File: src/rtl/gradient_edge_magnitude_3x3_macros.svh
// Assertion macros shared by the edge detector modules.
`ifndef GRADIENT_EDGE_MAGNITUDE_3X3_MACROS_SVH
`define GRADIENT_EDGE_MAGNITUDE_3X3_MACROS_SVH

// Implication checked at every clock edge outside reset.
`define GEM_ASSERT_IMP(lbl, clk, rst_n, ante, cons) \
	lbl: assert property (@(posedge clk) disable iff (!rst_n) (ante) |-> (cons)) \
	else $error("assertion failed");

// Next-cycle implication.
`define GEM_ASSERT_NEXT(lbl, clk, rst_n, ante, cons) \
	lbl: assert property (@(posedge clk) disable iff (!rst_n) (ante) |=> (cons)) \
	else $error("assertion failed");

`endif

File: src/rtl/gem_pkg.sv
// ----------------------------------------------------------------------------
// gem_pkg
// Shared types and constants of the gradient edge detector.
// ----------------------------------------------------------------------------
`timescale 1ns / 1ps

package gem_pkg;

	localparam int DefMaxWidth = 1024;

	localparam logic [1:0] KERNEL_SOBEL   = 2'd0;
	localparam logic [1:0] KERNEL_PREWITT = 2'd1;
	localparam logic [1:0] KERNEL_SCHARR  = 2'd2;
	localparam logic [1:0] KERNEL_ROBERTS = 2'd3;

	localparam logic [1:0] REG_KERNEL = 2'd0;
	localparam logic [1:0] REG_WIDTH  = 2'd1;
	localparam logic [1:0] REG_HEIGHT = 2'd2;

	localparam logic [7:0] EDGE_MAX = 8'd255;

	// Work item handed from the window front to the root back end.
	typedef struct packed {
		logic [16:0] energy;   // gx*gx + gy*gy, saturated at 2^16
		logic [9:0]  column;
		logic [15:0] row;
	} gem_job_t;

endpackage

File: src/rtl/gem_root.sv
// ----------------------------------------------------------------------------
// gem_root
// Bit-serial floor square root of the energy, clamped to 255, with an
// output register toward the stream.
// ----------------------------------------------------------------------------
`timescale 1ns / 1ps

`include "gradient_edge_magnitude_3x3_macros.svh"

module gem_root
	import gem_pkg::*;
(
	input  logic        clk,
	input  logic        arst_n,
	input  logic        job_valid,
	output logic        job_ready,
	input  gem_job_t    job,
	output logic        res_valid,
	input  logic        res_ready,
	output logic [7:0]  res_edge,
	output logic [9:0]  res_column,
	output logic [15:0] res_row
);

	logic        run_q;
	logic [3:0]  step_q;
	logic [16:0] v_q;
	logic [7:0]  r_q;

	assign job_ready = !run_q && !res_valid;

	// One result bit per cycle, most significant first.
	always_ff @(posedge clk or negedge arst_n) begin
		if (!arst_n) begin
			run_q      <= 1'b0;
			res_valid  <= 1'b0;
			step_q     <= '0;
			v_q        <= '0;
			r_q        <= '0;
			res_column <= '0;
			res_row    <= '0;
		end else begin
			if (res_valid && res_ready) res_valid <= 1'b0;
			if (job_valid && job_ready) begin
				run_q      <= 1'b1;
				step_q     <= 4'd8;
				v_q        <= job.energy;
				r_q        <= '0;
				res_column <= job.column;
				res_row    <= job.row;
			end else if (run_q) begin
				logic [7:0]  t;
				logic [15:0] sq;
				t  = r_q | (8'd1 << (step_q - 4'd1));
				sq = t * t;
				if (v_q[16])
					r_q <= EDGE_MAX;
				else if ({1'b0, sq} <= v_q)
					r_q <= t;
				step_q <= step_q - 4'd1;
				if (step_q == 4'd1) begin
					run_q     <= 1'b0;
					res_valid <= 1'b1;
				end
			end
		end
	end

	assign res_edge = r_q;

	`GEM_ASSERT_IMP(a_excl, clk, arst_n, run_q, !res_valid)
	`GEM_ASSERT_IMP(a_step, clk, arst_n, run_q, step_q != 4'd0)

endmodule

File: config.mk
export PLATFORM = sky130hd
export DESIGN_NAME = gem_root
export DESIGN_NICKNAME = d
export VERILOG_FILES = /design/src/rtl/gem_pkg.sv /design/src/rtl/gem_root.sv
export VERILOG_INCLUDE_DIRS = /design/src /design/src/rtl
export SDC_FILE = /design/constraint.sdc
export NUM_CORES = 1
export LEC_CHECK = 0
export BUFFER_PORTS_ARGS = -buffer_cell sky130_fd_sc_hd__buf_2
export CORE_AREA = 4 4 117 119
export CTS_CLUSTER_DIAMETER = 200
export DETAILED_ROUTE_END_ITERATION = 10
export DIE_AREA = 0 0 121 123
export GPL_ROUTABILITY_DRIVEN = 1
export PLACE_DENSITY = 0.66
export SKIP_CTS_REPAIR_TIMING = 1
export SYNTH_ARGS = -nofsm -noshare
export SYNTH_HDL_FRONTEND = slang
export SYNTH_SLANG_ARGS = --single-unit
File: constraint.sdc
create_clock -name clk -period 17.9 [get_ports clk]
set_clock_uncertainty 0.1 [all_clocks]
set_input_delay 0.895 -clock clk [delete_from_list [all_inputs] [get_ports clk]]
set_output_delay 0.895 -clock clk [all_outputs]
set_load 0.005 [all_outputs]
==> results of run 1 <==
-- sequential cells by signal, indices dropped and copies added, names as in the netlist --
| signal | cells |
|---|---|
| res_column | 10 |
| res_edge | 8 |
| res_row | 16 |
| res_valid | 1 |
| run_q | 1 |
| step_q | 4 |
| v_q | 17 |
-- area by class of cell --
| class | count | area, µm² |
|---|---|---|
| Sequential cell | 57 | 1426 |
| Fill cell | 1221 | 7273 |
| Timing Repair Buffer | 85 | 432.9 |
| Inverter | 73 | 279.0 |
| Tap cell | 172 | 215.2 |
| Multi-Input combinational cell | 355 | 2626 |
| Clock buffer | 13 | 280.3 |
| Clock inverter | 2 | 35.03 |
-- final timing paths --
path                                      endpoint                   start  depth (start not counted)
max                        res_edge[4]$_DFFE_PN0P_   step_q[0]$_DFFE_PN0P_                         25
min                         res_row[8]$_DFFE_PN0P_  res_row[8]$_DFFE_PN0P_                          2
max reg2reg                res_edge[4]$_DFFE_PN0P_   step_q[0]$_DFFE_PN0P_                         25
min reg2reg                 res_row[8]$_DFFE_PN0P_  res_row[8]$_DFFE_PN0P_                          2
max in group asynchronous   res_row[4]$_DFFE_PN0P_                  arst_n                          2
min in group asynchronous    step_q[1]$_DFFE_PN0P_                  arst_n                          2
-- synthesized netlist by cell type (all sizes together) (2+ instances only) --
library cell,count,area (µm²)
a211oi,4,30.03
a21o,4,31.28
a21oi,29,182.7
a22oi,2,15.01
a311oi,2,17.52
and3,2,12.51
buf,6,26.27
clkbuf,8,30.03
dfrtp,57,1426
fa,25,500.5
ha,49,613.1
inv,72,270.3
mux2,6,67.56
mux2i,4,65.06
nand2,111,419.2
nand2b,5,31.28
nand3,4,20.02
nand4,2,12.51
nor2,31,128.9
nor2b,4,25.02
nor3,8,40.04
o21a,3,22.52
o21ai,33,165.2
o22ai,2,12.51
o311ai,2,17.52
or2,2,12.51
xnor2,9,78.83
xor2,4,35.03
-- worst register-to-register path, delay by kind of cell (launching register included) --
kind,cells,cell delay (ns)
DFF,1,0.49
muxes,2,0.59
adders and majority gates,7,2.98
xor gates and xnor gates,1,0.14
AOI/OAI and AO/OA,7,2.04
buffers and inverters,4,0.29
and+or+nand+nor,4,0.82
-- stage by stage --
step	area [µm²]	util	cells	hold WS, ns
after floorplan	4387	-	499	0.3368
after global placement	4980	0.3962	742	0.3546
after detailed placement	4980	0.3962	742	0.3575
after CTS	5295	0.4213	757	0.3695
after global routing	5295	0.4213	757	0.3976
final	5295	0.4213	757	0.3652
-- metal layers --
metal	part of all wire	up-vias
li1	-	1766
met5	0	-
met4	0.011	0
met3	0.063	7
met1	0.45	1713
met2	0.48	117
-- cell families after synthesis --
logic type      Yosys count  synth area share
simple gates            172            0.1663
buf+inv                  87           0.07644
compound gates           86            0.1221
fa+ha+maj                74            0.2539
flops                    57            0.3252
xor+xnor                 13           0.02596
mux                      10           0.03023
==> results by stage, run 1 <==
Placed design:
- The final HPWL from detailed placement is approximately 7.6 mm.
- The count of buffers from port buffering is 82.
- The worst setup slack after placement is ~10 ns.
- The placer congestion estimate is around 0.85.

Die:
- The die extent in x is around 120 µm.
- The count of standard-cell rows is 41.
- The die covers 0.01488 mm².
- The floorplan core area is between 0.01 and 0.015 mm².
- The initial cell density of the core is 0.3490.
- The number of placed I/O pins is 83.
- The vertical extent of the die is about 120 µm.

Critical path:
- At the worst endpoint, the required time is 18.00 ns.
- In this run the worst path has a maximum fanout of 11.
- The reg2reg setup slack is between 10 and 15 ns.
- The cell that appears most often on the critical path is fa_1.
- The top cell family by delay on the critical path is adder cells.
- The critical path data arrival time is about 7.7 ns.
- STA classifies the critical path startpoint as a flip-flop.
- The critical path contains buffers and inverters numbering 4 combined.
- The cell at the slowest stage of the critical path is a21oi_1.
- The setup path with the least slack is of type reg2reg.
- The worst setup path is captured at a flip-flop.
- The stage delay of the slowest cell on the critical path is between 0.7 and 0.8 ns.

Job:
- The tool flagged a number of max-cap violations equal to 0.

Timing:
- Adding up every negative setup slack in the final design gives 0 ns.
- The actual slew at the worst max-slew pin is around 1.2 ns.
- The number of hold violations in the final report is 0.
- Setup repair after global routing left no endpoint under its margin.
- Of the available clock period, the critical path in the final layout requires 0.4232.
- Headroom to the max-slew limit came out at 0.2044.
- Setup violations remaining at the end of the flow were counted as 0.
- Across all setup checks in the final design, the least slack found is about 10 ns.
- The final critical path time including I/O delays and setup is around 7.6 ns.
- The fmax is 0.1320 GHz.
- The total count of max-transition violations in the final report is 0.

Global route:
- For this run, global-route usage on met1 was measured as 0.1851.
- The global-route total usage across every layer is 0.1401.
- Entering global routing, the biggest net connects 65 pins.
- For this run, global-route usage on met3 was measured as 0.03660.
- The via count of the first global-routing pass is approximately 3600.
- For met2 alone, demand over resource in global routing was 0.2254.
- The first global-routing pass estimated ~17 mm of wire.
- After global routing the overflow that remains totals 0.
- The number of antenna violations at the first check in global routing is 0.
- The most utilized layer in the global route result is met2.

CTS:
- TritonCTS built the clock tree.
- The tree is rooted in a clkbuf_16.
- Counting along the longest clock path gives a buffer depth of 2.
- The tree built by TritonCTS fans out to 57 sinks.
- The number of clock buffers added by TritonCTS is 9.
- The clock reaches the later pin of the worst-skew pair after roughly 0.32 ns.
- The clock transition time at the flip-flop clock pins of the worst setup and hold paths is 0.05 ns.
- The H-tree was split into 3 levels.

Drt:
- Wires add up to between 9 and 10 mm.
- Once detail routing completed, the nets flagged for antenna violations numbered 0.
- For this run, design rule violations remaining after detail routing come to 0.
- In the routed layout, each cell is associated on average with a via count of between 4 and 5.
- Summing over every cut layer, the via total after detailed routing is between 3000 and 4000.
- The detailed router finished its first iteration with 140 violations.
- The first-pass iteration count of the detailed router is 7.
- The average wire per standard cell is roughly 13 µm.

Logic synthesis:
- For this run, the register share of the synthesized area comes to 0.3252.
- The number of enable flip-flop cells after synthesis is 0.
- Synthesis produced ~500 cells.
- The count of different cell masters after synthesis is 48.
- For this run, asynchronously set or reset flops after synthesis account for 1.000.
- Dividing the synthesized area by the synthesized cell count gives between 8 and 9 µm².
- Synthesis inferred between 50 and 60 register bits.
- In this run the cell area of the synthesized design comes to approximately 0.0044 mm².
- For this run, the leading register cell type out of synthesis is dfrtp_1.
- The synthesized netlist net count is 620.
- Yosys printed 0 warnings.

Finish:
- The top cell types in the final layout, fill and taps aside, are nand2_1, buf_2, inv_1, dfrtp_1, ha_1.
- In the final layout, the share of cells above drive strength 1 is 0.2017.
- The library cell used most frequently in the layout, excluding fill and tap cells, is nand2_1.
- Relative to the synthesized area, the layout overhead comes to 20.71%.
- For this run, the post-layout net count is about 700.
- The number of antenna cells inserted is 0.

Hold path:
- The min-delay analysis places its worst path in the category reg2reg.

Run status:
- The flow ran to the end, and the final reports show no timing, DRC or antenna violations.
Power of run 1 is left out: the tool's default activity adds up to more than one toggle a clock period on the data nets, which glitch-free logic cannot reach.
==> inputs of run 2 (changes only) <==
--- a/config.mk
+++ b/config.mk
@@ -12,7 +12,7 @@
 export DETAILED_ROUTE_END_ITERATION = 10
 export DIE_AREA = 0 0 121 123
 export GPL_ROUTABILITY_DRIVEN = 1
-export PLACE_DENSITY = 0.66
+export PLACE_DENSITY = 0.68
 export SKIP_CTS_REPAIR_TIMING = 1
 export SYNTH_ARGS = -nofsm -noshare
 export SYNTH_HDL_FRONTEND = slang
==> constraint.sdc (replaced) <==
create_clock -name clk -period 6.8 [get_ports clk]
set_clock_uncertainty 0.1 [all_clocks]
set_input_delay 0.34 -clock clk [delete_from_list [all_inputs] [get_ports clk]]
set_output_delay 0.34 -clock clk [all_outputs]
set_load 0.005 [all_outputs]
==> results by stage, run 2 (synthesis gave the netlist of run 1 again) <==
Run status:
- The flow ran to the end, and the final reports show no timing, DRC or antenna violations.

Critical path:
- STA classifies the critical path startpoint as a flip-flop.
- The beginning of the worst register-to-register path is step_q[1]$_DFFE_PN0P_.
- The cell at the slowest stage of the critical path is fa_1.
- The critical path data arrival time is between 6 and 7 ns.
- The stage delay of the slowest cell on the critical path is between 0.5 and 0.6 ns.
- The category of the critical setup timing path is reg2reg.
- The endpoint identified for the worst register-to-register timing path is res_edge[0]$_DFFE_PN0P_.
- The worst setup path is captured at a flip-flop.
- The maximum net fanout on the critical path is 7.
- The cell that appears most often on the critical path is inv_2.
- Counting cells, the worst reg-to-reg path comes to 28.
- At the worst endpoint, the required time is around 6.9 ns.
- The reg2reg setup slack is ~0.2 ns.

Global route:
- The total overflow reported by the global router is 0.
- The pin count of the biggest net entering global routing is 65.
- The wire length of the first global-routing pass is between 15 and 20 mm.
- The global-route total usage across every layer is 0.1465.
- The number of antenna violations at the first check in global routing is 0.
- The via count of the first global-routing pass is about 3800.

Drt:
- Before antenna repair, the detailed router went through 4 iterations.
- The detailed router finished its first iteration with 120 violations.
- The routed wire length is between 10 and 15 mm.
- The detailed-route vias per instance is approximately 4.7.
- The number of remaining DRC errors is 0.
- The detail route stage leaves a number of antenna-violating nets equal to 0.
- Detailed routing inserted a total of ~3800 vias.
- In the final routed layout, each cell accounts on average for around 13 µm.

Timing:
- Measured against its own limit, the worst slew margin works out to 0.2124.
- The total count of max-transition violations in the final report is 0.
- The number of hold violations in the final report came to 0.
- The actual slew at the worst max-slew pin is roughly 1.2 ns.
- The fmax is 0.1515 GHz.
- The number of setup violations in the final report is 0.
- The smallest clock period supported by the final layout is computed as ~6.6 ns.
- Setup slack closes at 0.1998 ns.
- In the finished design, the share of the clock period the worst path needs comes to 0.9706.

CTS:
- The clock tree buffer depth is 2.
- The latest clock arrival within the worst-skew pair is 0.33 ns.
- In this run, CTS created clock tree buffers numbering 9.
- The cell chosen for the clock root is clkbuf_16.
- The H-tree depth is 3.
- The TritonCTS clock tree is built.
- The clock net sink count is 57.
- After clock tree synthesis, the clock-pin slew on the worst setup and hold paths is roughly 0.050 ns.

Finish:
- The register with the most flip-flops in the layout has 17 of them.
- In the layout the commonest cells are nand2_1, buf_2, inv_1, dfrtp_1, ha_1.
- The net count of the finished layout is roughly 750.
- The synthesis-to-layout area growth is 35.77%.
- In the final layout, the share of cells above drive strength 1 is 0.3339.
- The largest registers in the layout are v_q x17, res_row x16, res_column x10.
- The total of fill cells in the finished design is 1177.
- Summing all multi-input logic gate instances after layout gives roughly 0.0029 mm².
- In the final layout, flip-flops and latches occupy ~0.0014 mm².
- The number of antenna cells inserted is 0.
- The most common library cell in the layout ignoring fill and taps is nand2_1.
- v_q holds more flip-flops than any other register.

Hold path:
- The path class of the tightest hold or removal check is in2async.

Die:
- For this configuration, the core starts out at a cell density of 0.3490.
- For this design the top-level I/O count stands at just over 80.
- In this run the core area contains 41 standard-cell rows.
- The vertical extent of the die is ~120 µm.
- The die is ~120 µm wide.
- The full die area is 0.01488 mm².
- The core region is 0.01257 mm².

Job:
- The max-cap check violation count is 0.

Placed design:
- The placer congestion estimate is between 0.8 and 0.9.
- After legalization and detailed placement, the total HPWL measured about 8.3 mm.
- Timing analysis after detailed placement gives a worst setup slack of -0.1582 ns.
- The count of buffers from port buffering is 82.
-- run 2: cell type report --
class / count / area share
multi-input cells: 355 / 0.4895
clock buffers: 12 / 0.04307
clock inverters: 3 / 0.006723
inverters: 73 / 0.04685
repair buffers: 132 / 0.1382
flip-flops and latches: 57 / 0.2395
well taps: 172 / 0.03613
-- run 2: worst max path at each step --
stage / start / to / slack, ns / cells past startpoint
detailed placement: step_q[0]$_DFFE_PN0P_ / res_edge[0]$_DFFE_PN0P_ / -0.16 / 27
global route: step_q[1]$_DFFE_PN0P_ / res_edge[0]$_DFFE_PN0P_ / -0.04 / 28
CTS: step_q[0]$_DFFE_PN0P_ / res_edge[0]$_DFFE_PN0P_ / -0.22 / 27
finish: step_q[1]$_DFFE_PN0P_ / res_edge[0]$_DFFE_PN0P_ / 0.20 / 28
global placement: step_q[0]$_DFFE_PN0P_ / res_edge[2]$_DFFE_PN0P_ / -0.04 / 25
floorplan: step_q[0]$_DFFE_PN0P_ / res_edge[0]$_DFFE_PN0P_ / 0.13 / 27
-- run 2: metrics by stage --
| stage | setup TNS, ns | area (µm²) | hold WS, ns | std cells | util |
|---|---|---|---|---|---|
| floorplan | 0 | 4387 | -0.05559 | 499 | - |
| global placement | -0.1867 | 5205 | 0.3544 | 772 | 0.4141 |
| detailed placement | -1.060 | 5205 | 0.3589 | 772 | 0.4141 |
| CTS | -1.527 | 5502 | 0.07363 | 787 | 0.4377 |
| global route | -0.2048 | 5956 | 0.1004 | 804 | 0.4739 |
| finish | 0 | 5956 | 0.05706 | 804 | 0.4739 |
-- run 2: per-layer routing --
layer  global-route usage  vias up  wire length, µm
met1               0.1832     1819             4734
met3              0.02836       16              484
met5                    0        -                0
met2               0.2560       84             5420
met4              0.04674        0              155
li1                     -     1866                -
-- run 2: critical path: cells and delay by family (launching register included) --
family,cells,cell delay (ns)
multiplexers,2,0.62
AO/OA/AOI/OAI,8,1.56
AND/OR/NAND/NOR,6,1.09
buffers and inverters,6,0.60
adder cells (fa/ha/maj),6,2.08
flip-flops,1,0.42
Power of run 2 is left out for the same reason.
==> inputs of run 3 (changes only) <==
--- a/config.mk
+++ b/config.mk
@@ -12,7 +12,7 @@
 export DETAILED_ROUTE_END_ITERATION = 10
 export DIE_AREA = 0 0 121 123
 export GPL_ROUTABILITY_DRIVEN = 1
-export PLACE_DENSITY = 0.68
+export PLACE_DENSITY = 0.66
 export SKIP_CTS_REPAIR_TIMING = 1
 export SYNTH_ARGS = -nofsm -noshare
 export SYNTH_HDL_FRONTEND = slang
==> constraint.sdc (replaced) <==
create_clock -name clk -period 7.15 [get_ports clk]
set_clock_uncertainty 0.1 [all_clocks]
set_input_delay 0.3575 -clock clk [delete_from_list [all_inputs] [get_ports clk]]
set_output_delay 0.3575 -clock clk [all_outputs]
set_load 0.005 [all_outputs]
==> results by stage, run 3 (synthesis gave the netlist of run 1 again) <==
Critical path:
- The critical path is of the reg2reg type.
- The cell at the slowest stage of the critical path is fa_1.
- The stage delay of the slowest cell on the critical path is 0.52 ns.
- The required time at the worst-slack endpoint is roughly 7.3 ns.
- Of all nets on the critical path, the largest fanout is 8.
- The element type at the critical path start is a flip-flop.
- Data arrives at the worst endpoint at about 7 ns.
- The sort of element at the end of the critical path is a flip-flop.

CTS:
- Clock-pin slew was measured on the worst setup and hold paths at about 0.05 ns.
- The clock net sink count is between 50 and 60.
- The cell chosen for the clock root is clkbuf_16.
- The latest clock arrival within the worst-skew pair is about 0.32 ns.
- The TritonCTS clock tree is built.
- The H-tree depth is 3.
- In this run the deepest clock path goes through 2 buffers.
- Counting the buffers created by CTS gives 9.

Drt:
- The detailed-route vias per instance is 4.642.
- The first-pass iteration count of the detailed router is 4.
- The detail route stage leaves a number of antenna-violating nets equal to 0.
- The number of remaining DRC errors is 0.
- The starting DRC count in detailed routing is approximately 190.
- The average wire per standard cell is about 13 µm.
- The routed wire length is 10.04 mm.
- The via count is ~3600.

Placed design:
- The count of buffers from port buffering is just over 80.
- Routability-driven placement finished with a final weighted congestion of ~0.88.
- The final HPWL from detailed placement is between 7 and 8 mm.

Timing:
- The number of setup violations in the final report is 0.
- The final critical path time including I/O delays and setup is between 6 and 7 ns.
- The number of hold violations in the final report came to 0.
- The final clock period utilization by the worst path is 0.9559.
- The actual slew at the worst max-slew pin is between 1 and 1.5 ns.
- The total count of max-transition violations in the final report is 0.
- The relative slew slack is 0.2362.
- Setup repair after global routing left no endpoint under its margin.
- The setup TNS is 0 ns.
- Timing would allow up to 0.1463 GHz.

Hold path:
- The class of the worst hold path is in2async.

Run status:
- The flow ran to the end, and the final reports show no timing, DRC or antenna violations.

Finish:
- The flip-flop count of the largest register, all copies and words added is 17.
- The net count of the finished layout is between 700 and 800.
- Leaving out fill and tap cells, the most frequent cell in the layout is nand2_1.
- The largest registers in the layout are v_q x17, res_row x16, res_column x10.
- The repair_antennas step left the layout with diodes totalling 0.
- In the final layout, the share of cells above drive strength 1 is 0.2521.
- The synthesis-to-layout area growth is 25.70%.
- The total of fill cells in the finished design is roughly 1200.
- More flip-flops sit in one register than any other, and that register is v_q.
- The top cell types in the final layout, fill and taps aside, are nand2_1, buf_2, inv_1, dfrtp_1, ha_1.

Die:
- The number of placed I/O pins is 83.
- The die is roughly 120 µm wide.
- The die covers ~0.015 mm².
- The vertical extent of the die is 123 µm.
- The floorplan core area is about 0.013 mm².
- For this configuration, the core starts out at a cell density of 0.3490.
- The floorplan has 41 rows.

Global route:
- The total overflow reported by the global router is 0.
- The number of antenna violations at the first check in global routing was 0.
- The wire length of the first global-routing pass is between 15 and 20 mm.
- The global-route total usage across every layer is 0.1392.
- The via count of the first global-routing pass came to ~3500.
- The pin count of the biggest net entering global routing is between 60 and 70.

Job:
- Across the run, the number of max-cap violations was 0.
==> run 3: cell types whose count changed in the layout (fill, tap and decap cells not counted), moves of 3 or more <==
cell,before,now
mux2_4,6,0
nor2_4,5,1
o21ai_0,26,29
buf_4,40,15
ha_1,43,47
buf_6,10,0
ha_4,5,1
mux2_1,0,4
nor2_2,2,5
inv_2,8,3
inv_1,64,69
==> run 3: worst max-delay path, delay by kind of cell, from the launching register on <==
| family | cells | cell delay, ns |
|---|---|---|
| AND/OR/NAND/NOR | 6 | 1.11 |
| adder cells (fa/ha/maj) | 6 | 2.23 |
| AO/OA/AOI/OAI | 8 | 1.67 |
| multiplexers | 2 | 0.63 |
| buffers and inverters | 4 | 0.35 |
| flip-flops | 1 | 0.44 |
| XOR/XNOR | 1 | 0.14 |
==> run 3: area by class of cell <==
class	instances	area, µm²	area share
multi-input combinational	355	2718	0.4929
clock buffer	11	252.7	0.04584
timing repair buffer	98	543.0	0.09848
inverter	73	279.0	0.05060
clock inverter	5	77.57	0.01407
sequential	57	1429	0.2591
tap	172	215.2	0.03903
==> run 3: path summary, 6_finish.rpt <==
check | slack [ns] | cells after the start | start | to
setup / recovery | 0.32 | 27 | step_q[0]$_DFFE_PN0P_ | res_edge[2]$_DFFE_PN0P_
hold / removal | 0.07 | 2 | arst_n | res_row[1]$_DFFE_PN0P_
setup reg to reg | 0.32 | 27 | step_q[0]$_DFFE_PN0P_ | res_edge[2]$_DFFE_PN0P_
hold reg to reg | 0.37 | 2 | res_row[3]$_DFFE_PN0P_ | res_row[3]$_DFFE_PN0P_
max in group asynchronous | 6.38 | 2 | arst_n | step_q[0]$_DFFE_PN0P_
min in group clk | 0.12 | 3 | job[9] | res_row[9]$_DFFE_PN0P_
==> run 3: stage by stage <==
step	setup WS (ns)	instance area (µm²)	hold WS, ns	util	cells
CTS	-0.1999	5370	0.09943	0.4273	766
detailed placement	-0.08559	5040	0.3567	0.4010	750
global placement	0.1860	5040	0.3516	0.4010	750
floorplan	0.4775	4387	-0.03809	-	499
finish	0.3151	5514	0.07477	0.4387	771
global route	0.009488	5514	0.1133	0.4387	771
==> run 3: routing by layer <==
| metal | vias to the layer above | track usage | part of all wire |
|---|---|---|---|
| li1 | 1795 | - | - |
| met1 | 1699 | 0.1831 | 0.45 |
| met2 | 78 | 0.2286 | 0.49 |
| met3 | 7 | 0.03614 | 0.047 |
| met4 | 0 | 0.03824 | 0.0078 |
| met5 | - | 0 | 0 |
Power of run 3 is left out for the same reason.
