--- src/rtl/gradient_edge_magnitude_3x3_macros.svh ---
// Assertion macros shared by the edge detector modules.
`ifndef GRADIENT_EDGE_MAGNITUDE_3X3_MACROS_SVH
`define GRADIENT_EDGE_MAGNITUDE_3X3_MACROS_SVH

// Implication checked at every clock edge outside reset.
`define GEM_ASSERT_IMP(lbl, clk, rst_n, ante, cons) \
	lbl: assert property (@(posedge clk) disable iff (!rst_n) (ante) |-> (cons)) \
	else $error("assertion failed");

// Next-cycle implication.
`define GEM_ASSERT_NEXT(lbl, clk, rst_n, ante, cons) \
	lbl: assert property (@(posedge clk) disable iff (!rst_n) (ante) |=> (cons)) \
	else $error("assertion failed");

`endif

--- src/rtl/gem_pkg.sv ---
// ----------------------------------------------------------------------------
// gem_pkg
// Shared types and constants of the gradient edge detector.
// ----------------------------------------------------------------------------
`timescale 1ns / 1ps

package gem_pkg;

	localparam int DefMaxWidth = 1024;

	localparam logic [1:0] KERNEL_SOBEL   = 2'd0;
	localparam logic [1:0] KERNEL_PREWITT = 2'd1;
	localparam logic [1:0] KERNEL_SCHARR  = 2'd2;
	localparam logic [1:0] KERNEL_ROBERTS = 2'd3;

	localparam logic [1:0] REG_KERNEL = 2'd0;
	localparam logic [1:0] REG_WIDTH  = 2'd1;
	localparam logic [1:0] REG_HEIGHT = 2'd2;

	localparam logic [7:0] EDGE_MAX = 8'd255;

	// Work item handed from the window front to the root back end.
	typedef struct packed {
		logic [16:0] energy;   // gx*gx + gy*gy, saturated at 2^16
		logic [9:0]  column;
		logic [15:0] row;
	} gem_job_t;

endpackage

--- src/rtl/gem_queue.sv ---
// ----------------------------------------------------------------------------
// gem_queue
// Two-entry queue between the gradient front and the root back end.
// ----------------------------------------------------------------------------
`timescale 1ns / 1ps

`include "gradient_edge_magnitude_3x3_macros.svh"

module gem_queue
	import gem_pkg::*;
(
	input  logic     clk,
	input  logic     arst_n,
	input  logic     wr_valid,
	output logic     wr_ready,
	input  gem_job_t wr_data,
	output logic     rd_valid,
	input  logic     rd_ready,
	output gem_job_t rd_data
);

	gem_job_t   buf_q [2];
	logic       wp_q, rp_q;
	logic [1:0] cnt_q;

	assign wr_ready = cnt_q != 2'd2;
	assign rd_valid = cnt_q != 2'd0;
	assign rd_data  = buf_q[rp_q];

	// Pointer and count update.
	always_ff @(posedge clk or negedge arst_n) begin
		if (!arst_n) begin
			wp_q  <= 1'b0;
			rp_q  <= 1'b0;
			cnt_q <= 2'd0;
		end else begin
			if (wr_valid && wr_ready) wp_q <= !wp_q;
			if (rd_valid && rd_ready) rp_q <= !rp_q;
			cnt_q <= cnt_q + 2'(wr_valid && wr_ready) - 2'(rd_valid && rd_ready);
		end
	end

	always_ff @(posedge clk)
		if (wr_valid && wr_ready) buf_q[wp_q] <= wr_data;

	`GEM_ASSERT_IMP(a_cnt_range, clk, arst_n, 1'b1, cnt_q <= 2'd2)
	`GEM_ASSERT_IMP(a_ptr_eq, clk, arst_n, cnt_q == 2'd0 || cnt_q == 2'd2, wp_q == rp_q)

endmodule

--- config.mk ---
export PLATFORM = sky130hd
export DESIGN_NAME = gem_queue
export DESIGN_NICKNAME = d
export VERILOG_FILES = /design/src/rtl/gem_pkg.sv /design/src/rtl/gem_queue.sv
export VERILOG_INCLUDE_DIRS = /design/src /design/src/rtl
export SDC_FILE = /design/constraint.sdc
export NUM_CORES = 1
export LEC_CHECK = 0
export ABC_AREA = 1
export BUFFER_PORTS_ARGS = -buffer_cell sky130_fd_sc_hd__buf_2
export CORE_UTILIZATION = 34
export CTS_CLUSTER_SIZE = 20
export DETAILED_ROUTE_END_ITERATION = 10
export PLACE_DENSITY = 0.68
export SYNTH_ARGS = -nofsm -noshare
export SYNTH_HDL_FRONTEND = slang
export SYNTH_SLANG_ARGS = --single-unit
--- constraint.sdc ---
create_clock -name clk -period 6.2 [get_ports clk]
set_input_delay 0 -clock clk [delete_from_list [all_inputs] [get_ports clk]]
set_output_delay 0 -clock clk [all_outputs]
set_load 0.02 [all_outputs]
==> impl_metrics.csv, run 1 <==
group,metric,value,unit
placement,gpl.final_weighted_congestion,0.7025,
final_layout,final_standard_cell_area_without_fillers,4639,um2
yosys,synthesis.area_per_instance,13.18,um2
timing,worstMarginPinSlew,0.7036,ns
run,maxCapViolCount,0,
timing,relSlewSlack,53.09,%
die,rows,35,
worst_setup_path,critPathLaunchType,"register",
yosys,synth_area_leaders,"sky130_fd_sc_hd__edfxtp_1 77%, sky130_fd_sc_hd__nand2_1 15%, sky130_fd_sc_hd__dfrtp_1 3.0%, sky130_fd_sc_hd__buf_6 1.3%, sky130_fd_sc_hd__inv_1 0.67%",
die,top_level_ports,92,
worst_setup_path,critPathBufInv,3,
timing,fin_crit_sh,35.12,%
final_layout,drive_gt1_share,28.22,%
clock_tree,cts_buffers,9,
yosys,synth_top_area_share,76.56,%
drt,drcViolationCount,0,
final_layout,flow.area_growth_from_synthesis,37.54,%
drt,vias_per_cell,4.235,
drt,wl_per_cell,12.78,um
drt,dr.pass1.iters,4,
timing,rsz0062_at_grt,"false",
status,outcome,"completed",
worst_setup_path,path_common_cell,"sky130_fd_sc_hd__nand2_1",
yosys,seq_area_frac_synth,79.53,%
clock_tree,clock-sinks,90,
timing,worst_clock_skew,0.006588,ns
yosys,prevailing_post_synth_register_cell,"sky130_fd_sc_hd__edfxtp_1",
die,dieWidth,101.6,um
clock_tree,clock_tree.htree_level_count,3,
global_routing,grt_pass1_vias,2300,
clock_tree,cts_setup_buffers,0,
min_path,holdCritPathClass,"input port to register",
drt,detail_route.iter0.violations,69,
clock_tree,cts_root_buf,"sky130_fd_sc_hd__clkbuf_8",
worst_setup_path,critical-path-top-delay-family,"flip-flops",
placement,portBuffers,91,
yosys,synth-async-reset-ratio,4.444,%
worst_setup_path,worst_path_largest_cell_delay,0.80,ns
timing,timing.final.max_slew_violations,0,
clock_tree,cts_repair_resize_count,0,
final_layout,filler_cell_count,817,
global_routing,grt_start_max_net_pins,45,
die,initial_cell_density_of_the_core,35.83,%
worst_setup_path,critPathCaptureType,"output pin",
timing,fmax,459.2,MHz
yosys,synth_top_cell_by_area,"sky130_fd_sc_hd__edfxtp_1",
clock_tree,insertion_delay,0.34,ns
pwr,power_density,447.4,nW/um2
worst_setup_path,timing.critical_path.required,6.20,ns
final_layout,nNetsFinal,447,
timing,timing.final.hold_violations,0,
yosys,mappedNetlistNets,304,
die,floorplan.core_area,9415,um2
pwr,total_power,2.076,mW
yosys,ys_ff_latch,90,
timing,finalWorstPathRequiredPeriod,2.178,ns
die,die_h,101.6,um
clock_tree,tritoncts,"done",
global_routing,grt_overflow,0,
yosys,syn_inst,256,
final_layout,final_core_util,49.28,%
worst_setup_path,crit_path_cell_trace,"buf_4, inv_4, nand2_1, nand2_1, buf_2",
yosys,post_synth_instance_area,3373,um2
placement,dp_hpwl,3990,um
drt,wl,6813,um
yosys,synthesis.yosys.warnings,0,
worst_setup_path,setup.worst_path.class,"register to output pin",
pwr,leakagePower,1.998,nW
yosys,number_of_flops_mapped_to_enable_cells_by_yosys,86,
clock_tree,cts_buffer_depth,2,
global_routing,grt_use_total,13.98,%
drt,detail-route-antenna-nets,0,
clock_tree,cts.clk_slew.worst_paths,0.08,ns
final_layout,antenna-diode-count,0,
min_path,holdCritStartpoint,"wr_data[36]",
yosys,synthDistinctLibCells,17,
worst_setup_path,regToRegStartpoint,"rp_q",
global_routing,grt_first_pass_wirelength,10480,um
timing,finalSetupViolCount,0,
global_routing,initial_antenna_violation_count,0,
clock_tree,cts.hold.buffers_added,47,
die,design.die.area,10320,um2
timing,timing.setup.tns,0,ns
worst_setup_path,timing.critical_path.arrival,2.18,ns
pwr,worst_ir_drop_vdd,0.0002052,V
drt,via_count,2257,
placement,dpl_cell_area,3953,um2
worst_setup_path,critPathMaxFanout,44,
worst_setup_path,worstSetupStartpoint,"rp_q",
worst_setup_path,timing.critical_path.slowest_stage_cell,"sky130_fd_sc_hd__dfrtp_1",
synth_stat cells, types with 2 or more instances:
master and n:
sky130_fd_sc_hd__buf_2 4, sky130_fd_sc_hd__buf_6 4, sky130_fd_sc_hd__dfrtp_1 4, sky130_fd_sc_hd__edfxtp_1 86, sky130_fd_sc_hd__inv_1 6, sky130_fd_sc_hd__nand2_1 136
sky130_fd_sc_hd__nand2_2 2, sky130_fd_sc_hd__nand3_1 2, sky130_fd_sc_hd__nor2_1 4
cell usage in the layout, fill, tap and decap left out:
master	instances
sky130_fd_sc_hd__o21ai_1	1
sky130_fd_sc_hd__nor2_1	3
sky130_fd_sc_hd__xor2_1	1
sky130_fd_sc_hd__inv_1	6
sky130_fd_sc_hd__inv_4	1
sky130_fd_sc_hd__nand2_1	136
sky130_fd_sc_hd__bufinv_16	2
sky130_fd_sc_hd__nor2_4	2
sky130_fd_sc_hd__inv_6	1
sky130_fd_sc_hd__clkinvlp_4	1
sky130_fd_sc_hd__dfrtp_1	4
sky130_fd_sc_hd__inv_2	1
sky130_fd_sc_hd__nand3_1	2
sky130_fd_sc_hd__edfxtp_1	86
sky130_fd_sc_hd__a21oi_1	1
sky130_fd_sc_hd__clkbuf_8	9
sky130_fd_sc_hd__nand2_2	2
sky130_fd_sc_hd__buf_4	3
sky130_fd_sc_hd__dlygate4sd3_1	47
sky130_fd_sc_hd__clkinv_4	1
sky130_fd_sc_hd__buf_2	91
sky130_fd_sc_hd__clkinv_1	2
sky130_fd_sc_hd__ha_1	1
cell type report:
class / count / area, um2 / area share (%)
clock inverter: 7 / 92.59 / 1.996
timing repair buffer: 141 / 948.4 / 20.44
tap: 129 / 161.4 / 3.479
sequential: 90 / 2683 / 57.82
inverter: 8 / 32.53 / 0.7012
clock buffer: 9 / 123.9 / 2.670
multi-input combinational: 149 / 598.1 / 12.89
sequential cells by signal (all words and copies together) (netlist names):
name	flops
buf_q	86
cnt_q	2
rp_q	1
wp_q	1
worst paths after layout:
path	endpoint	slack [ns]	depth (start not counted)
max in group asynchronous	cnt_q[0]	5.48	3
worst max-delay path	rd_data[9]	4.02	5
worst max register to register	rp_q	4.38	3
worst min-delay path	buf_q[1][36]	0.38	2
worst min register to register	wp_q	0.58	2
min in group asynchronous	wp_q	0.54	3
worst register-to-register path, stage by stage, from the launching register on:
cell and delay (ns):
sky130_fd_sc_hd__dfrtp_1 0.80, sky130_fd_sc_hd__buf_4 0.41, sky130_fd_sc_hd__inv_4 0.26, sky130_fd_sc_hd__xor2_1 0.23
report_power, final:
group	leakage, nW	switching [mW]	internal [mW]
clock network	0.105	0.199	0.226
logic	1.05	0.530	0.229
registers	0.845	0.0611	0.830
routing by layer:
layer | up-vias | global-route usage (%) | wire [um]
met5 | - | 0 | 0
met4 | 0 | 5.351 | 38
met3 | 4 | 4.141 | 228
met2 | 59 | 25.52 | 3546
met1 | 1059 | 15.20 | 3000
li1 | 1135 | - | -
stage by stage:
step                      hold WS (ns)  setup slack (ns)  std cells
after floorplan                -0.2956             3.271        256
after global placement         -0.1814             4.344        470
after detailed placement       -0.1839             4.328        470
after CTS                       0.3411             3.934        533
after global routing            0.3471             3.813        533
final                           0.3762             4.022        533
cell families (layout without fill, tap and decap cells):
kind of cell,after synthesis,after routing,share of synthesized area (%)
AO/OA/AOI/OAI,2,2,0.2965
XOR/XNOR,1,1,0.2597
adder cells (fa/ha/maj),1,1,0.3709
buffers and inverters,17,165,3.116
flip-flops,90,90,79.53
AND/OR/NAND/NOR,145,145,16.43
(Power assumes the default switching activity.)
==> inputs of run 2 (changes only) <==
--- a/config.mk
+++ b/config.mk
@@ -6,7 +6,7 @@
 export SDC_FILE = /design/constraint.sdc
 export NUM_CORES = 1
 export LEC_CHECK = 0
-export ABC_AREA = 1
+export ABC_AREA = 0
 export BUFFER_PORTS_ARGS = -buffer_cell sky130_fd_sc_hd__buf_2
 export CORE_UTILIZATION = 34
 export CTS_CLUSTER_SIZE = 20
==> constraint.sdc (replaced) <==
create_clock -name clk -period 2.22 [get_ports clk]
set_input_delay 0 -clock clk [delete_from_list [all_inputs] [get_ports clk]]
set_output_delay 0 -clock clk [all_outputs]
set_load 0.02 [all_outputs]
==> impl_metrics.csv, run 2 <==
group,metric,value,unit
status,outcome,"completed",
die,design.die.area,10180,um2
clock_tree,clock_tree.htree_level_count,3,
drt,detail-route-antenna-nets,0,
run,maxCapViolCount,0,
pwr,total_power,5.469,mW
final_layout,regMostFlops,"buf_q",
yosys,post_synth_instance_area,3324,um2
worst_setup_path,regToRegEndpoint,"buf_q[0][26]",
final_layout,flow.area_growth_from_synthesis,38.88,%
clock_tree,clock-sinks,90,
pwr,worst_ir_drop_vdd,0.0005632,V
timing,timing.setup.tns,0,ns
placement,portBuffers,91,
global_routing,grt_use_total,12.56,%
yosys,synthesis.area_per_instance,21.31,um2
timing,finalSetupViolCount,0,
worst_setup_path,setup.worst_path.class,"register to output pin",
timing,worstMarginPinSlew,0.3536,ns
yosys,number_of_flops_mapped_to_enable_cells_by_yosys,86,
yosys,synth_area_leaders,"sky130_fd_sc_hd__edfxtp_1 78%, sky130_fd_sc_hd__mux2_2 15%, sky130_fd_sc_hd__dfrtp_1 3.0%, sky130_fd_sc_hd__xnor2_1 0.79%, sky130_fd_sc_hd__buf_2 0.75%",
yosys,mappedNetlistNets,204,
final_layout,filler_cell_count,850,
global_routing,grt_pass1_vias,1981,
final_layout,commonest_non_fill_non_tap_cell_in_the_layout,"sky130_fd_sc_hd__buf_2",
worst_setup_path,timing.critical_path.arrival,1.58,ns
timing,timing.final.max_slew_violations,0,
yosys,synthTopCellsByCount,"86 x sky130_fd_sc_hd__edfxtp_1, 43 x sky130_fd_sc_hd__mux2_2, 5 x sky130_fd_sc_hd__buf_2, 4 x sky130_fd_sc_hd__dfrtp_1",
worst_setup_path,critPathLaunchType,"register",
drt,vias_per_cell,4.367,
pwr,leakagePower,1.741,nW
global_routing,grt_start_max_net_pins,25,
die,floorplan.core_area,9371,um2
final_layout,largest_register_ff_count,86,
global_routing,initial_antenna_violation_count,0,
timing,timing.final.hold_violations,0,
yosys,syn_inst,156,
drt,wl_per_cell,13.61,um
clock_tree,insertion_delay,0.35,ns
final_layout,drive_gt1_share,51.29,%
worst_setup_path,regToRegStartpoint,"cnt_q[0]",
global_routing,grt_overflow,0,
yosys,synthDistinctLibCells,17,
min_path,min_path_cells,3,
worst_setup_path,r2r_setup_slack,0.69,ns
worst_setup_path,worst-r2r-cell-count,4,
global_routing,grt_first_pass_wirelength,9266,um
timing,finalWorstPathRequiredPeriod,1.578,ns
clock_tree,tritoncts,"done",
timing,worst_clock_skew,0.01001,ns
final_layout,antenna-diode-count,0,
final_layout,biggestRegsByFlops,"buf_q: 86 flops, cnt_q: 2 flops",
drt,wl,5975,um
clock_tree,cts_root_buf,"sky130_fd_sc_hd__clkbuf_8",
die,initial_cell_density_of_the_core,35.47,%
final_layout,mostFrequentLayoutCells,"91 x sky130_fd_sc_hd__buf_2, 86 x sky130_fd_sc_hd__edfxtp_1, 46 x sky130_fd_sc_hd__dlygate4sd3_1",
drt,drcViolationCount,0,
pwr,power_density,1185,nW/um2
timing,rsz0062_at_grt,"false",
final_layout,nNetsFinal,353,
clock_tree,cts_buffers,9,
timing,fmax,633.7,MHz
min_path,hold_path_end,"wp_q",
yosys,synth-async-reset-ratio,4.444,%
yosys,prevailing_post_synth_register_cell,"sky130_fd_sc_hd__edfxtp_1",
placement,dp_hpwl,3710,um
worst_setup_path,timing.critical_path.required,2.22,ns
die,top_level_ports,92,
die,rows,35,
die,dieWidth,100.9,um
yosys,ys_ff_latch,90,
clock_tree,cts.clk_slew.worst_paths,0.09,ns
clock_tree,cts_buffer_depth,2,
min_path,holdCritStartpoint,"wr_valid",
min_path,holdCritPathClass,"input port to register",
yosys,synth_top_cell_by_area,"sky130_fd_sc_hd__edfxtp_1",
timing,relSlewSlack,76.43,%
placement,gpl.final_weighted_congestion,0.6870,
drt,dr.pass1.iters,4,
drt,detail_route.iter0.violations,49,
yosys,synth.most_common_cell,"sky130_fd_sc_hd__edfxtp_1",
die,die_h,100.9,um
yosys,seq_area_frac_synth,80.69,%
drt,via_count,1917,
worst_setup_path,critPathCaptureType,"output pin",
worst_setup_path,critPathMaxFanout,24,
yosys,synthesis.yosys.warnings,0,
clock_tree,cts_setup_buffers,0,
timing,fin_crit_sh,71.09,%
yosys,synth_top_area_share,77.68,%
timing,hold-worst-slack,0.04528,ns
==> run 2: changes by cell type after synthesis, sizes merged, moves of 2 or more <==
cell,change
nand2,-136
inv,-8
nor2,-2
buf,-4
xnor2,+3
mux2,+43
==> run 2: worst max-delay path by stage <==
stage                   from           end  depth (start not counted)
finish                  rp_q   rd_data[18]                          3
global route            rp_q   rd_data[18]                          3
CTS                     rp_q   rd_data[18]                          3
detailed placement  cnt_q[0]  buf_q[0][32]                          4
global placement    cnt_q[0]  buf_q[0][23]                          4
floorplan           cnt_q[0]   buf_q[0][0]                          3
==> run 2: cells by family after synthesis <==
family                     Yosys count  share of synthesized area, %
buffers and inverters                5                        0.7526
xor gates and xnor gates             3                        0.7905
muxes                               43                         14.57
DFF                                 90                         80.69
adders and majority gates            1                        0.3763
AOI/OAI and AO/OA                    3                        0.9030
and+or+nand+nor                     11                         1.920
==> run 2: critical path: stages, from the launching register on <==
cell,delay (ns)
sky130_fd_sc_hd__dfrtp_2,0.36
sky130_fd_sc_hd__buf_4,0.30
sky130_fd_sc_hd__mux2_2,0.39
sky130_fd_sc_hd__buf_2,0.16
==> run 2: repair_timing <==
action	in CTS	in global routing
endpoints found under the hold margin	91	0
resized for setup	0	0
hold buffers	46	0
==> run 2: cell type report <==
cell class / count / area, um2 / area share (%)
Sequential cell: 90 / 2684 / 58.13
Timing Repair Buffer: 143 / 960.9 / 20.81
Multi-Input combinational cell: 61 / 624.3 / 13.52
Tap cell: 129 / 161.4 / 3.496
Clock buffer: 11 / 131.4 / 2.846
Clock inverter: 5 / 55.05 / 1.192
==> run 2: report_power, final <==
part / internal (mW) / switching, mW / total [mW]
clock network: 0.518 / 0.539 / 1.06
registers: 2.32 / 0.108 / 2.43
logic: 0.829 / 1.15 / 1.98
total: 3.67 / 1.80 / 5.47
==> run 2: stage by stage <==
step	utilization, %	cells	instance area, um2	worst slack (ns)
after floorplan	-	156	3332	0.3274
after global placement	42.36	377	3970	0.7485
after detailed placement	42.36	377	3970	0.6788
after CTS	49.27	439	4617	0.6143
after global routing	49.27	439	4617	0.5409
final	49.27	439	4617	0.6419
==> run 2: layer usage <==
metal,global-route usage [%],vias up,wire length (um)
met1,13.41,932,2492
met4,5.351,0,70
met2,22.39,64,3090
met3,4.508,6,321
met5,0,-,0
li1,-,915,-
==> inputs of run 3 (changes only) <==
==> constraint.sdc (replaced) <==
create_clock -name clk -period 1.6 [get_ports clk]
set_input_delay 0 -clock clk [delete_from_list [all_inputs] [get_ports clk]]
set_output_delay 0 -clock clk [all_outputs]
set_load 0.02 [all_outputs]
==> impl_metrics.csv, run 3 (synthesis results as in run 2) <==
group,metric,value,unit
timing,timing.setup.tns,0,ns
pwr,total_power,7.956,mW
min_path,hold_path_end,"buf_q[1][40]",
global_routing,grt_use_total,13.25,%
status,outcome,"completed",
drt,wl,6328,um
clock_tree,tritoncts,"done",
worst_setup_path,crit_path_cell_trace,"buf_6, mux2_2, buf_2",
final_layout,flow.area_growth_from_synthesis,42.15,%
worst_setup_path,regToRegEndpoint,"buf_q[1][31]",
timing,hold-worst-slack,0.3761,ns
global_routing,grt_pass1_vias,2062,
worst_setup_path,timing.critical_path.required,1.60,ns
global_routing,initial_antenna_violation_count,0,
pwr,power_density,1684,nW/um2
die,floorplan.core_area,9371,um2
placement,dp_hpwl,3841,um
timing,fin_crit_sh,92.32,%
worst_setup_path,timing.critical_path.slowest_stage_cell,"sky130_fd_sc_hd__dfrtp_2",
drt,vias_per_cell,4.336,
min_path,holdCritPathClass,"input port to register",
final_layout,nNetsFinal,354,
run,maxCapViolCount,0,
worst_setup_path,critPathMaxFanout,17,
worst_setup_path,critPathBufInv,2,
drt,drcViolationCount,0,
timing,rsz0062_at_grt,"false",
die,design.die.area,10180,um2
timing,fmax,677.0,MHz
pwr,leakagePower,1.783,nW
placement,post-place-cells,377,
timing,timing.final.max_slew_violations,0,
final_layout,drive_gt1_share,51.45,%
worst_setup_path,worst-r2r-cell-count,3,
final_layout,filler_cell_count,808,
clock_tree,cts_buffer_depth,2,
placement,portBuffers,91,
final_layout,final_standard_cell_area_without_fillers,4726,um2
drt,wl_per_cell,14.38,um
die,top_level_ports,92,
clock_tree,cts_buffers,9,
worst_setup_path,critical-path-top-delay-family,"flip-flops",
pwr,worst_ir_drop_vdd,0.0009157,V
final_layout,register_cell_area_after_layout,2684,um2
final_layout,commonest_non_fill_non_tap_cell_in_the_layout,"sky130_fd_sc_hd__buf_2",
die,initial_cell_density_of_the_core,35.47,%
worst_setup_path,critPathLaunchType,"register",
drt,dr.pass1.iters,4,
timing,timing.final.hold_violations,0,
timing,worst_clock_skew,0.01177,ns
worst_setup_path,r2r_setup_slack,0.21,ns
global_routing,grt_start_max_net_pins,28,
drt,detail_route.iter0.violations,96,
clock_tree,clock-sinks,90,
worst_setup_path,critPathCaptureType,"output pin",
final_layout,final_cell_count_no_fill,440,
final_layout,multi_input_area,639.4,um2
timing,worstMarginPinSlew,0.2318,ns
clock_tree,insertion_delay,0.34,ns
timing,finalWorstPathRequiredPeriod,1.477,ns
final_layout,final_core_util,50.43,%
placement,pre_cts_slack,0.2293,ns
drt,via_count,1908,
die,dieWidth,100.9,um
global_routing,grt_first_pass_wirelength,9777,um
die,rows,35,
timing,relSlewSlack,84.55,%
final_layout,antenna-diode-count,0,
min_path,min_path_cells,2,
final_layout,regMostFlops,"buf_q",
placement,dpl_cell_area,4048,um2
final_layout,mostFrequentLayoutCells,"91 x sky130_fd_sc_hd__buf_2, 86 x sky130_fd_sc_hd__edfxtp_1, 47 x sky130_fd_sc_hd__dlygate4sd3_1",
drt,detail-route-antenna-nets,0,
global_routing,grt_overflow,0,
timing,post-route-worst-setup-slack,0.1228,ns
die,die_h,100.9,um
clock_tree,cts_setup_buffers,0,
timing,finalSetupViolCount,0,
clock_tree,cts_root_buf,"sky130_fd_sc_hd__clkbuf_8",
worst_setup_path,timing.critical_path.arrival,1.48,ns
final_layout,biggestRegsByFlops,"buf_q: 86 flops, cnt_q: 2 flops",
clock_tree,clock_tree.htree_level_count,3,
placement,gpl.final_weighted_congestion,0.7063,
worst_setup_path,setup.worst_path.class,"register to output pin",
worst_setup_path,regToRegStartpoint,"cnt_q[0]",
final_layout,largest_register_ff_count,86,
min_path,holdCritStartpoint,"wr_data[40]",
worst_setup_path,worst_path_largest_cell_delay,0.40,ns
clock_tree,cts.clk_slew.worst_paths,0.08,ns
[run 3: timing repair]
action	in CTS	in global routing
hold buffers	47	0
endpoints found under the setup margin	0	4
gates resized for setup	0	1
hold endpoints to repair	92	0
[run 3: area by class of cell]
type	instances	share of cell area [%]
multi-input combinational	61	13.53
timing repair buffer	144	21.95
clock inverter	3	1.377
sequential	90	56.79
clock buffer	13	2.939
tap	129	3.415
[run 3: worst max-delay path by stage]
stage / slack (ns) / cells after the start / start / end
after detailed placement: 0.23 / 3 / cnt_q[0] / buf_q[1][14]
final: 0.12 / 3 / rp_q / rd_data[1]
after global placement: 0.25 / 3 / cnt_q[0] / buf_q[1][25]
after CTS: 0.04 / 3 / rp_q / rd_data[1]
after global routing: 0.05 / 3 / rp_q / rd_data[22]
after floorplan: -0.14 / 3 / cnt_q[0] / buf_q[0][0]
[run 3: power by group]
group          internal (mW)  total, mW  switching, mW
logic                   1.30       2.96           1.66
clock network          0.882       1.61          0.725
registers               3.22       3.39          0.172
total                   5.40       7.96           2.55
[run 3: per-layer routing]
layer	vias to the layer above	share of wire (%)	track usage, %
met5	-	0	0
met4	0	1.5	6.800
met3	12	5.0	3.329
met2	68	53	24.87
met1	918	40	13.52
li1	910	-	-
